--- src/hw/rtl/vnorm_pkg.sv ---
// Package for the vector normalizer: widths, sizes and the controller/datapath
// command and status structs. No dependencies.
package vnorm_pkg;
    localparam int MaxLen    = 64;
    localparam int ElemBits  = 16;
    localparam int FracBits  = ElemBits - 1;
    localparam int AddrBits  = 6;
    localparam int CountBits = 7;
    localparam int SumBits   = 37;
    localparam int RootBits  = 19;
    localparam int InvBits   = 31;
    localparam int DivBits   = 2 * FracBits + 1;

    typedef struct packed {
        logic load;      // store element, add its square
        logic root_go;   // start square root
        logic div_go;    // start reciprocal division
        logic rd_go;     // latch sum-is-zero flag for scaling
        logic emit_cap;  // capture scaled product into output register
        logic clear;     // reset sum for next vector
    } t_cmd;

    typedef struct packed {
        logic root_done;
        logic div_done;
        logic sum_zero;
    } t_status;
endpackage

--- src/hw/rtl/vnorm_ram.sv ---
// Generic single-port-write, single-port-read RAM with registered read.
// No dependencies.
module vnorm_ram #(
    parameter int Width = 16,
    parameter int Depth = 64
) (
    input  logic                     i_clk,
    input  logic                     i_we,
    input  logic [$clog2(Depth)-1:0] i_waddr,
    input  logic [Width-1:0]         i_wdata,
    input  logic [$clog2(Depth)-1:0] i_raddr,
    output logic [Width-1:0]         o_rdata
);
    logic [Width-1:0] r_mem [Depth];
    logic [Width-1:0] r_rdata;

    always_ff @(posedge i_clk) begin
        if (i_we) begin
            r_mem[i_waddr] <= i_wdata;
        end
        r_rdata <= r_mem[i_raddr];
    end

    assign o_rdata = r_rdata;
endmodule

--- src/hw/rtl/vnorm_datapath.sv ---
// Datapath: element store, sum of squares, iterative square root and divider,
// scaling multiplier. Depends on vnorm_pkg and vnorm_ram.
module vnorm_datapath (
    input  logic                              i_clk,
    input  logic                              i_rst_n,
    input  vnorm_pkg::t_cmd                   i_cmd,
    input  logic [vnorm_pkg::AddrBits-1:0]    i_waddr,
    input  logic [vnorm_pkg::AddrBits-1:0]    i_raddr,
    input  logic signed [vnorm_pkg::ElemBits-1:0] i_sample,
    output vnorm_pkg::t_status                o_status,
    output logic signed [vnorm_pkg::ElemBits-1:0] o_scaled
);
    localparam int EB = vnorm_pkg::ElemBits;
    localparam int SB = vnorm_pkg::SumBits;
    localparam int RB = vnorm_pkg::RootBits;
    localparam int DB = vnorm_pkg::DivBits;
    localparam int IB = vnorm_pkg::InvBits;
    localparam int FB = vnorm_pkg::FracBits;

    logic [SB-1:0]   r_sum;
    logic [EB-1:0]   w_mag_in;
    logic [2*EB-1:0] w_sq;

    assign w_mag_in = i_sample[EB-1] ? EB'(-i_sample) : EB'(i_sample);
    assign w_sq     = w_mag_in * w_mag_in;

    always_ff @(posedge i_clk) begin
        if (!i_rst_n || i_cmd.clear) begin
            r_sum <= '0;
        end else if (i_cmd.load) begin
            r_sum <= r_sum + SB'(w_sq);
        end
    end

    logic [EB-1:0] w_rdata;
    vnorm_ram #(.Width(EB), .Depth(vnorm_pkg::MaxLen)) u_store (
        .i_clk  (i_clk),
        .i_we   (i_cmd.load),
        .i_waddr(i_waddr),
        .i_wdata(i_sample),
        .i_raddr(i_raddr),
        .o_rdata(w_rdata)
    );

    // Restoring square root, one result bit per cycle. The radicand is padded
    // to an even width so that bit pairs line up with the binary point.
    logic [SB+1:0] r_rem;
    logic [RB-1:0] r_root;
    logic [SB:0]   r_rad;
    logic [4:0]    r_rcnt;
    logic          r_rbusy;
    logic [SB+1:0] w_rem_sh;
    logic [SB+1:0] w_trial;

    assign w_rem_sh = {r_rem[SB-1:0], r_rad[SB:SB-1]};
    assign w_trial  = (SB+2)'({r_root, 2'b01});

    always_ff @(posedge i_clk) begin
        if (!i_rst_n) begin
            r_rbusy <= 1'b0;
            r_rcnt  <= '0;
        end else if (i_cmd.root_go) begin
            r_rbusy <= 1'b1;
            r_rcnt  <= 5'(RB);
            r_rem   <= '0;
            r_root  <= '0;
            r_rad   <= {1'b0, r_sum};
        end else if (r_rbusy) begin
            r_rad <= {r_rad[SB-2:0], 2'b00};
            if (w_rem_sh >= w_trial) begin
                r_rem  <= w_rem_sh - w_trial;
                r_root <= {r_root[RB-2:0], 1'b1};
            end else begin
                r_rem  <= w_rem_sh;
                r_root <= {r_root[RB-2:0], 1'b0};
            end
            r_rcnt <= r_rcnt - 5'd1;
            if (r_rcnt == 5'd1) begin
                r_rbusy <= 1'b0;
            end
        end
    end

    // Restoring divider: 2^30 / root, one quotient bit per cycle.
    logic [RB:0]   r_drem;
    logic [DB-1:0] r_quot;
    logic [5:0]    r_dcnt;
    logic          r_dbusy;
    logic [RB:0]   w_dsh;

    assign w_dsh = {r_drem[RB-1:0], r_quot[DB-1]};

    always_ff @(posedge i_clk) begin
        if (!i_rst_n) begin
            r_dbusy <= 1'b0;
            r_dcnt  <= '0;
        end else if (i_cmd.div_go) begin
            r_dbusy <= 1'b1;
            r_dcnt  <= 6'(DB);
            r_drem  <= '0;
            r_quot  <= DB'(1) << (2 * FB);
        end else if (r_dbusy) begin
            if (w_dsh >= {1'b0, r_root}) begin
                r_drem <= w_dsh - {1'b0, r_root};
                r_quot <= {r_quot[DB-2:0], 1'b1};
            end else begin
                r_drem <= w_dsh;
                r_quot <= {r_quot[DB-2:0], 1'b0};
            end
            r_dcnt <= r_dcnt - 6'd1;
            if (r_dcnt == 6'd1) begin
                r_dbusy <= 1'b0;
            end
        end
    end

    // Scaling: |v| * inv, registered, round, sign, saturate; raw if sum is 0.
    logic          r_neg;
    logic [EB+IB-1:0] r_prod;
    logic [EB-1:0] r_raw;
    logic          r_zero;
    logic [EB-1:0] w_mag;
    logic [EB+IB-1:0] w_q;
    logic [EB-1:0] w_res;

    assign w_mag = w_rdata[EB-1] ? EB'(-w_rdata) : w_rdata;

    always_ff @(posedge i_clk) begin
        if (i_cmd.rd_go) begin
            r_zero <= (r_sum == '0);
        end
        r_neg  <= w_rdata[EB-1];
        r_raw  <= w_rdata;
        r_prod <= w_mag * r_quot[IB-1:0];
    end

    always_comb begin
        w_q = (r_prod + ((EB+IB)'(1) << (FB - 1))) >> FB;
        if (r_zero) begin
            w_res = r_raw;
        end else if (r_neg) begin
            w_res = (w_q > ((EB+IB)'(1) << FB)) ? {1'b1, {(EB-1){1'b0}}}
                                                : EB'(-w_q);
        end else begin
            w_res = (w_q > (EB+IB)'({(FB){1'b1}})) ? {1'b0, {(EB-1){1'b1}}}
                                                    : EB'(w_q);
        end
    end

    logic [EB-1:0] r_out;
    always_ff @(posedge i_clk) begin
        if (i_cmd.emit_cap) begin
            r_out <= w_res;
        end
    end

    assign o_scaled            = r_out;
    assign o_status.root_done  = !r_rbusy && !i_cmd.root_go;
    assign o_status.div_done   = !r_dbusy && !i_cmd.div_go;
    assign o_status.sum_zero   = (r_sum == '0);
endmodule

--- src/hw/rtl/vnorm_ctrl.sv ---
// Controller state machine for the vector normalizer: load, root, divide,
// emit. Depends on vnorm_pkg.
module vnorm_ctrl (
    input  logic                           i_clk,
    input  logic                           i_rst_n,
    input  logic                           i_in_valid,
    output logic                           o_in_ready,
    input  logic                           i_final,
    output logic                           o_out_valid,
    input  logic                           i_out_ready,
    output logic                           o_end_of_run,
    output logic                           o_zero_vector,
    input  vnorm_pkg::t_status             i_status,
    output vnorm_pkg::t_cmd                o_cmd,
    output logic [vnorm_pkg::AddrBits-1:0] o_waddr,
    output logic [vnorm_pkg::AddrBits-1:0] o_raddr
);
    localparam int CB = vnorm_pkg::CountBits;
    localparam int AB = vnorm_pkg::AddrBits;

    typedef enum logic [2:0] {
        S_LOAD, S_ROOT, S_DIV, S_READ, S_MUL, S_CAP, S_SHOW
    } t_state;

    t_state        r_state;
    logic [CB-1:0] r_count;
    logic [CB-1:0] r_idx;
    logic          r_valid;
    logic          r_zero;
    logic          r_last;
    logic          w_acc;
    logic          w_end;
    logic          w_wait;

    assign o_in_ready = (r_state == S_LOAD);
    assign w_acc      = i_in_valid && o_in_ready;
    assign w_end      = i_final || (r_count == CB'(vnorm_pkg::MaxLen - 1));
    // Root start needs no extra hold-off; the sum already includes the last square.
    assign w_wait     = 1'b0;

    always_ff @(posedge i_clk) begin
        if (!i_rst_n) begin
            r_state <= S_LOAD;
            r_count <= '0;
            r_idx   <= '0;
            r_valid <= 1'b0;
            r_zero  <= 1'b0;
            r_last  <= 1'b0;
        end else begin
            case (r_state)
                S_LOAD: begin
                    if (w_acc) begin
                        r_count <= r_count + CB'(1);
                        if (w_end) begin
                            r_state <= S_ROOT;
                        end
                    end
                end
                S_ROOT: begin
                    r_zero <= i_status.sum_zero;
                    if (i_status.sum_zero) begin
                        r_state <= S_READ;
                    end else if (i_status.root_done && !w_wait) begin
                        r_state <= S_DIV;
                    end
                end
                S_DIV: begin
                    if (i_status.div_done) begin
                        r_state <= S_READ;
                    end
                end
                S_READ: r_state <= S_MUL;
                S_MUL:  r_state <= S_CAP;
                S_CAP: begin
                    r_valid <= 1'b1;
                    r_last  <= (r_idx + CB'(1) == r_count);
                    r_state <= S_SHOW;
                end
                S_SHOW: begin
                    if (i_out_ready) begin
                        r_valid <= 1'b0;
                        if (r_last) begin
                            r_idx   <= '0;
                            r_count <= '0;
                            r_state <= S_LOAD;
                        end else begin
                            r_idx   <= r_idx + CB'(1);
                            r_state <= S_READ;
                        end
                    end
                end
                default: r_state <= S_LOAD;
            endcase
        end
    end

    // Delayed root start: the root starts on the first S_ROOT cycle,
    // after the last square is in the sum; done is seen from the next cycle.
    logic r_root_started;
    always_ff @(posedge i_clk) begin
        if (!i_rst_n) begin
            r_root_started <= 1'b0;
        end else begin
            r_root_started <= (r_state == S_ROOT);
        end
    end

    always_comb begin
        o_cmd          = '0;
        o_cmd.load     = w_acc;
        o_cmd.root_go  = (r_state == S_ROOT) && !r_root_started;
        o_cmd.div_go   = (r_state == S_ROOT) && r_root_started && i_status.root_done
                         && !i_status.sum_zero;
        o_cmd.rd_go    = (r_state == S_READ);
        o_cmd.emit_cap = (r_state == S_CAP);
        o_cmd.clear    = (r_state == S_SHOW) && i_out_ready && r_last;
    end

    assign o_waddr       = r_count[AB-1:0];
    assign o_raddr       = r_idx[AB-1:0];
    assign o_out_valid   = r_valid;
    assign o_end_of_run  = r_last;
    assign o_zero_vector = r_zero;

    a_valid_show: assert property (@(posedge i_clk) disable iff (!i_rst_n)
        o_out_valid |-> (r_state == S_SHOW))
        else $error("output valid outside show state");
    a_no_load_busy: assert property (@(posedge i_clk) disable iff (!i_rst_n)
        o_cmd.load |-> !o_out_valid)
        else $error("load while result pending");
    a_count_range: assert property (@(posedge i_clk) disable iff (!i_rst_n)
        r_count <= CB'(vnorm_pkg::MaxLen))
        else $error("fill count beyond depth");
endmodule

--- src/hw/rtl/vector_normalize.sv ---
// Top level of the L2 vector normalizer: joins the controller and datapath.
// Depends on vnorm_pkg, vnorm_ctrl and vnorm_datapath.
//
//   channel | handshake             | words
//   in      | i_in_valid/o_in_ready | i_sample, i_final_req
//   out     | o_out_valid/i_out_ready| o_scaled, o_end_of_run, o_zero_vector
//
// Each element is stored and its square summed when accepted. At the end of a
// vector a bit-serial square root and a bit-serial divider run; an all-zero
// vector emits without waiting for either. Each element is then read,
// multiplied and registered in S_READ, S_MUL and S_CAP and shown in S_SHOW.
// Reset is synchronous and active low and returns the controller to loading.
// Input is refused while a vector is being computed or emitted; a stalled
// output word holds until taken.
module vector_normalize (
    input  logic                               i_clk,
    input  logic                               i_rst_n,
    input  logic                               i_in_valid,
    output logic                               o_in_ready,
    input  logic signed [vnorm_pkg::ElemBits-1:0] i_sample,
    input  logic                               i_final_req,
    output logic                               o_out_valid,
    input  logic                               i_out_ready,
    output logic signed [vnorm_pkg::ElemBits-1:0] o_scaled,
    output logic                               o_end_of_run,
    output logic                               o_zero_vector
);
    vnorm_pkg::t_cmd                   w_cmd;
    vnorm_pkg::t_status                w_status;
    logic [vnorm_pkg::AddrBits-1:0]    w_waddr;
    logic [vnorm_pkg::AddrBits-1:0]    w_raddr;

    // The controller sequences loading, root, division and the emit loop.
    vnorm_ctrl u_ctrl (
        .i_clk        (i_clk),
        .i_rst_n      (i_rst_n),
        .i_in_valid   (i_in_valid),
        .o_in_ready   (o_in_ready),
        .i_final      (i_final_req),
        .o_out_valid  (o_out_valid),
        .i_out_ready  (i_out_ready),
        .o_end_of_run (o_end_of_run),
        .o_zero_vector(o_zero_vector),
        .i_status     (w_status),
        .o_cmd        (w_cmd),
        .o_waddr      (w_waddr),
        .o_raddr      (w_raddr)
    );

    // The datapath holds the element store and all arithmetic.
    vnorm_datapath u_dp (
        .i_clk   (i_clk),
        .i_rst_n (i_rst_n),
        .i_cmd   (w_cmd),
        .i_waddr (w_waddr),
        .i_raddr (w_raddr),
        .i_sample(i_sample),
        .o_status(w_status),
        .o_scaled(o_scaled)
    );
endmodule
--- config.mk ---
export PLATFORM = sky130hd
export DESIGN_NAME = vector_normalize
export DESIGN_NICKNAME = d
export VERILOG_FILES = /design/src/hw/rtl/vnorm_pkg.sv /design/src/hw/rtl/vnorm_ram.sv /design/src/hw/rtl/vnorm_datapath.sv /design/src/hw/rtl/vnorm_ctrl.sv /design/src/hw/rtl/vector_normalize.sv
export SDC_FILE = /design/constraint.sdc
export NUM_CORES = 2
export LEC_CHECK = 0
export BUFFER_PORTS_ARGS = -buffer_cell sky130_fd_sc_hd__buf_4
export CAP_MARGIN = 20
export CORE_ASPECT_RATIO = 2
export CORE_MARGIN = 8
export CORE_UTILIZATION = 54
export DETAILED_ROUTE_END_ITERATION = 12
export PLACE_DENSITY = 0.72
export SETUP_SLACK_MARGIN = 0.15
export SLEW_MARGIN = 0
export SYNTH_ARGS = -nofsm -noshare
export SYNTH_HDL_FRONTEND = slang
export SYNTH_SLANG_ARGS = --single-unit
--- constraint.sdc ---
create_clock -name i_clk -period 9.6 [get_ports i_clk]
set_input_delay 1.92 -clock i_clk [delete_from_list [all_inputs] [get_ports i_clk]]
set_output_delay 1.92 -clock i_clk [all_outputs]
set_load 0.02 [all_outputs]
Word-level counts from Yosys, hierarchy flattened
Memories as Yosys holds them, arrays and structs flattened. A register that Yosys moved wholly into a read port is not among the register bits. Index checks and enable logic that the tools add are counted.

Add/subtract/negate cells: 11. Multiply operators: 2. Magnitude comparators: 4. Equal/unequal tests: 16. Muxes and demuxes: 43. Bitwise gates (word level): 1. Reduce and logical (&&, ||, !) cells: 32.

Operators by type and width (number): $mux 37 (3); $mux 16 (6); $mux 19 (3); $neg 16->16 (3); $add 47x15->47 const B (1); $mul 16x31->47 (1); $ge 39x21->1 (1); $mux 38 (1); $add 37x32->37 (1); $logic_not 37->1 (1); $sub 37x21->37 (1); $gt 32x15->1 const B (1); $gt 32x16->1 const B (1); $mul 16x16->32 (1); $mux 31 (1); $mux 7 (4); $pmux 3 s7 (1); $ge 20x19->1 (1); $mux 5 (4); $sub 19x19->19 (1); $mux 3 (6); $add 7x1->7 const B (2); $pmux 7 s2 (1); $mux 1 (11); other kinds (24) (52).

Flip-flop bits (word level): 296. RAM bits: 1024. Output and inout bits: 20. Word-level logic and storage cells: 135. Memories kept: 1.

Memory list: u_dp.u_store.r_mem (depth 64, bits a word 16, rd ports 1, clocked after memory_dff 1, wr ports 1, line vnorm_ram.sv:14) `logic [Width-1:0] r_mem [Depth];`.

Longest topological paths before layout
Word-level depth: 10. Mapped depth: 32. Depth with buffers taken out: 30.

Cells and area by module
Synthesis repeated with hierarchy kept, for this count alone.

Cell total of the unflattened synthesis: 5968. Area, all modules: 78238.8 um2.

By module, submodules not included: vnorm_ram (times used 1, cells each 1829, area each 40042.2 um2, seq. area each 31069.8 um2); vnorm_datapath (times used 1, cells each 3977, area each 36896.6 um2, seq. area each 6816.5 um2); vnorm_ctrl (times used 1, cells each 162, area each 1300.0 um2, seq. area each 420.4 um2).

Worst setup path after synthesis
OpenSTA, ideal clock, no wires.

Kind: input to register. Start: input port i_sample[7] (netlist bit). End: register u_dp.r_sum[33]. Setup time: 0.122 ns. Arrival: 9.231 ns. Data required time: 9.478 ns. Path slack: 0.247 ns. Stages: 26. Cell sequence: or4_1 -> or4_1 -> o31a_1 -> xnor2_1 -> inv_1 -> clkbuf_1 -> nand2_1 -> inv_1 -> fa_1 -> fa_1 -> fa_1 -> fa_1 -> fa_1 -> inv_1 -> fa_1 -> inv_1 -> ha_1 -> a21oi_1 -> o21a_1 -> o21ai_0 -> and3_1 -> a311oi_1 -> o31ai_1 -> a41oi_1 -> xor2_1 -> o21ai_0.

Longest elaborated chain between the ends: 4.

RTL lines: start, declared (line vector_normalize.sv:20) `input logic signed [vnorm_pkg::ElemBits-1:0] i_sample,`; $neg 16->16 (line vnorm_datapath.sv:24) `assign w_mag_in = i_sample[EB-1] ? EB'(-i_sample) : EB'(i_sample);`; $mux 16 * (line vnorm_datapath.sv:24); $mul 16x16->32 * (line vnorm_datapath.sv:25) `assign w_sq = w_mag_in * w_mag_in;`; $add 37x32->37 * (line vnorm_datapath.sv:31) `r_sum <= r_sum + SB'(w_sq);`; end signal, assigned (line vnorm_datapath.sv:31); end, declared (line vnorm_datapath.sv:20) `logic [SB-1:0] r_sum;`.

Mark *: on every way between the ends. The rest lies on a longest branch, timed or not. A chain may end at the register's enable or synchronous reset.

Final worst setup path
Start: input port i_sample[7] (netlist bit). End: register u_dp.r_sum[36].

The elaborated chain is that of the path after synthesis.

==> out/results.ini <==
[timing]
rsz0062_at_grt = false
max_freq_mhz = 111.1
finalSetupViolCount = 0
fin_worst_skew_ns = 0.05253
finalHoldViolations = 0
post-route-period-util_pct = 93.76
worstMarginPinSlew_ns = 1.067
drv_slew = 0
slew_headroom_pct = 28.88
setup_tns_ns = 0
min_period_ns = 9.001

[routing]
dr.pass1.iters = 5
vias = 46903
drt_iter0_drc = 3752
wire_per_inst_um = 25.02
finalWirelength_mm = 198.2
drc = 0
ant_nets = 0
avgViaCountPerCell = 5.921

[floorplan]
start_util_pct = 54.26
fp.dieH_um = 550.7
dieWidth_um = 283.3
core_mm2 = 0.1422
rows = 196
io_pins = 41
die_area_mm2 = 0.1560

[clock_network]
clock-root-buffer = clkbuf_16
path_clk_slew_ns = 0.07
worst_skew_pair.late_latency_ns = 0.72
cts_tree = yes
cts_resized = 0
cts_hold_buf = 0
cts_setup_buffers = 0
clock-sinks = 1321
h-tree-depth = 3
numCtsBuffers = 109
ctsLongestPathBuffers = 3

[outcome]
outcome = completed

[grt]
grt_pass1_vias = 50745
grt_usage_pct = 25.47
grt_max_degree = 141
antenna_found_initial = 8
grt_pass1_wl_mm = 301.0
overflow = 0

[worst_setup_path]
worst-path-buf-inv = 8
max_stage_delay_ns = 0.55
critPathRequiredTime_ns = 10.21
cp_slowest_cell = or4_1
reg2reg_setup_slack_ns = 0.81
cp_max_fo = 7
rr_startpoint = u_dp.u_store.o_rdata[0]$_DFF_P_
regToRegEndpoint = u_dp.r_prod[38]$_DFF_P_
crit_type = in2reg
reg2reg_depth = 28
cp.arrival_ns = 9.61
crit_family = adder cells
start_kind = primary input
crit_top_cell = fa_1
cp-end-kind = register

[logic_synthesis]
syn_avg_cell_area_um2 = 13.34
ys_types = 76
synth-seq-area-share_pct = 49.63
synth_edf_count = 1185
yosys_warnings = 0
async_flop_share_pct = 0
ys_seq_elements = 1321
syn_inst = 5785
synth_ff_type = edfxtp_1
synth_area_mm2 = 0.07718

[cells_and_area]
layout-drive-gt1-share_pct = 14.00
fillers = 10880
syn_to_final_growth_pct = 9.929
multi_input_area_mm2 = 0.03487
seq_area_mm2 = 0.03832
final_area_mm2 = 0.08485
nets = 6833

[placed_design]
place_area_mm2 = 0.08095
place_hpwl_mm = 138.6
gp_congestion = 0.8963
io_buffers = 40

[worst_hold_path]
min_delay_path_depth = 0
hold_path_end = u_dp.r_raw[9]$_DFF_P_
hold_class = reg2reg
worstHoldStart = u_dp.u_store.o_rdata[9]$_DFF_P_

[job]
cap_violations = 0

[cells by family (layout without fill, tap and decap cells)]
family                   Yosys count  count (layout)  synth area share [%]
other                              2              16              0.009730
AND/OR/NAND/NOR                 1466            1466                 8.835
flip-flops                      1321            1321                 49.63
buffers and inverters           1108            1350                 5.421
XOR/XNOR                         167             167                 1.895
adder cells (fa/ha/maj)          870             870                 19.93
multiplexers                     370             370                 10.25
AO/OA/AOI/OAI                    481             481                 4.027
[metrics by stage]
stage | instances | hold slack, ns | utilization [%] | worst slack (ns)
CTS | 7916 | 0.4186 | 59.62 | 0.5964
global route | 7921 | 0.4281 | 59.65 | 0.2286
floorplan | 5794 | 0.3572 | - | 0.2469
detailed placement | 7711 | 0.4071 | 56.92 | -0.1255
global placement | 7711 | 0.3940 | 56.92 | -0.03860
finish | 7922 | 0.4213 | 59.65 | 0.5989
[final cells by class]
cell class | instances | share of cell area (%)
timing repair buffer | 288 | 2.616
clock inverter | 76 | 1.164
tap | 1881 | 2.774
sequential | 1321 | 45.17
multi-input combinational | 3365 | 41.10
antenna | 5 | 0.01475
clock buffer | 129 | 3.376
inverter | 857 | 3.791
[cells in the mapped netlist, drive strengths merged (17+ instances only)]
master / count / area share (%)
nor2b: 21 / 0.17
dfxtp: 136 / 3.5
a211oi: 27 / 0.29
buf: 45 / 0.25
and3: 17 / 0.14
nand3: 66 / 0.43
o21ai: 101 / 0.65
o21a: 23 / 0.22
a21oi: 141 / 0.91
nor2: 262 / 1.3
nor4: 21 / 0.21
fa: 599 / 16
xor2: 76 / 0.86
a21o: 62 / 0.60
nor3: 46 / 0.30
nand4: 30 / 0.26
inv: 854 / 4.2
mux2i: 31 / 0.40
mux4: 336 / 9.8
clkbuf: 206 / 1.0
xnor2: 91 / 1.0
nand2: 679 / 3.3
ha: 271 / 4.4
or3: 36 / 0.29
nand2b: 37 / 0.30
edfxtp: 1185 / 46
a21boi: 20 / 0.20
and2: 200 / 1.6
[layer usage]
metal / global-route usage, % / routed length, um
met1: 25.70 / 62940
met2: 48.72 / 109700
met3: 2.973 / 10160
met4: 17.07 / 15350
met5: 0 / 25
[flip-flops by register name (all words and copies together) (netlist names), 15 cells and up]
register,cells
u_dp.o_scaled,16
u_dp.r_rad,38
u_dp.u_store.o_rdata,16
u_dp.r_drem,19
u_dp.r_prod,33
u_dp.r_root,19
u_dp.r_sum,37
u_dp.r_quot,31
u_dp.u_store.r_mem,1024
u_dp.r_rem,37
u_dp.r_raw,15
[worst max path at each step]
stage,start,to,slack (ns),cells after the start
finish,i_sample[7],u_dp.r_sum[36]$_SDFFE_PP0P_,0.60,29
global placement,i_sample[7],u_dp.r_sum[33]$_SDFFE_PP0P_,-0.04,30
floorplan,i_sample[7],u_dp.r_sum[33]$_SDFFE_PP0P_,0.25,26
detailed placement,i_sample[7],u_dp.r_sum[36]$_SDFFE_PP0P_,-0.13,29
CTS,i_sample[7],u_dp.r_sum[36]$_SDFFE_PP0P_,0.60,29
global route,i_sample[7],u_dp.r_sum[36]$_SDFFE_PP0P_,0.23,28
[placed cells by master (no fill, tap or decap), types with 15 or more instances in the layout]
master	n
edfxtp_1	1185
inv_1	853
nand2_1	678
fa_1	599
mux4_2	336
buf_4	284
ha_1	271
nor2_1	262
and2_1	200
a21oi_1	141
dfxtp_1	132
clkbuf_16	110
o21ai_0	98
xnor2_1	82
xor2_1	72
nand3_1	66
a21o_1	62
nor3_1	46
or3_1	36
nand2b_1	36
mux2i_1	31
nand4_1	29
a211oi_1	25
clkinv_1	24
o21a_1	22
nor2b_1	20
nor4_1	19
a21boi_0	19
bufinv_16	19
and3_1	17
clkinv_2	15
clkbuf_1	15
Power is not shown: default switching activity piles up to over one toggle a cycle in this logic, so the estimate is an artifact.
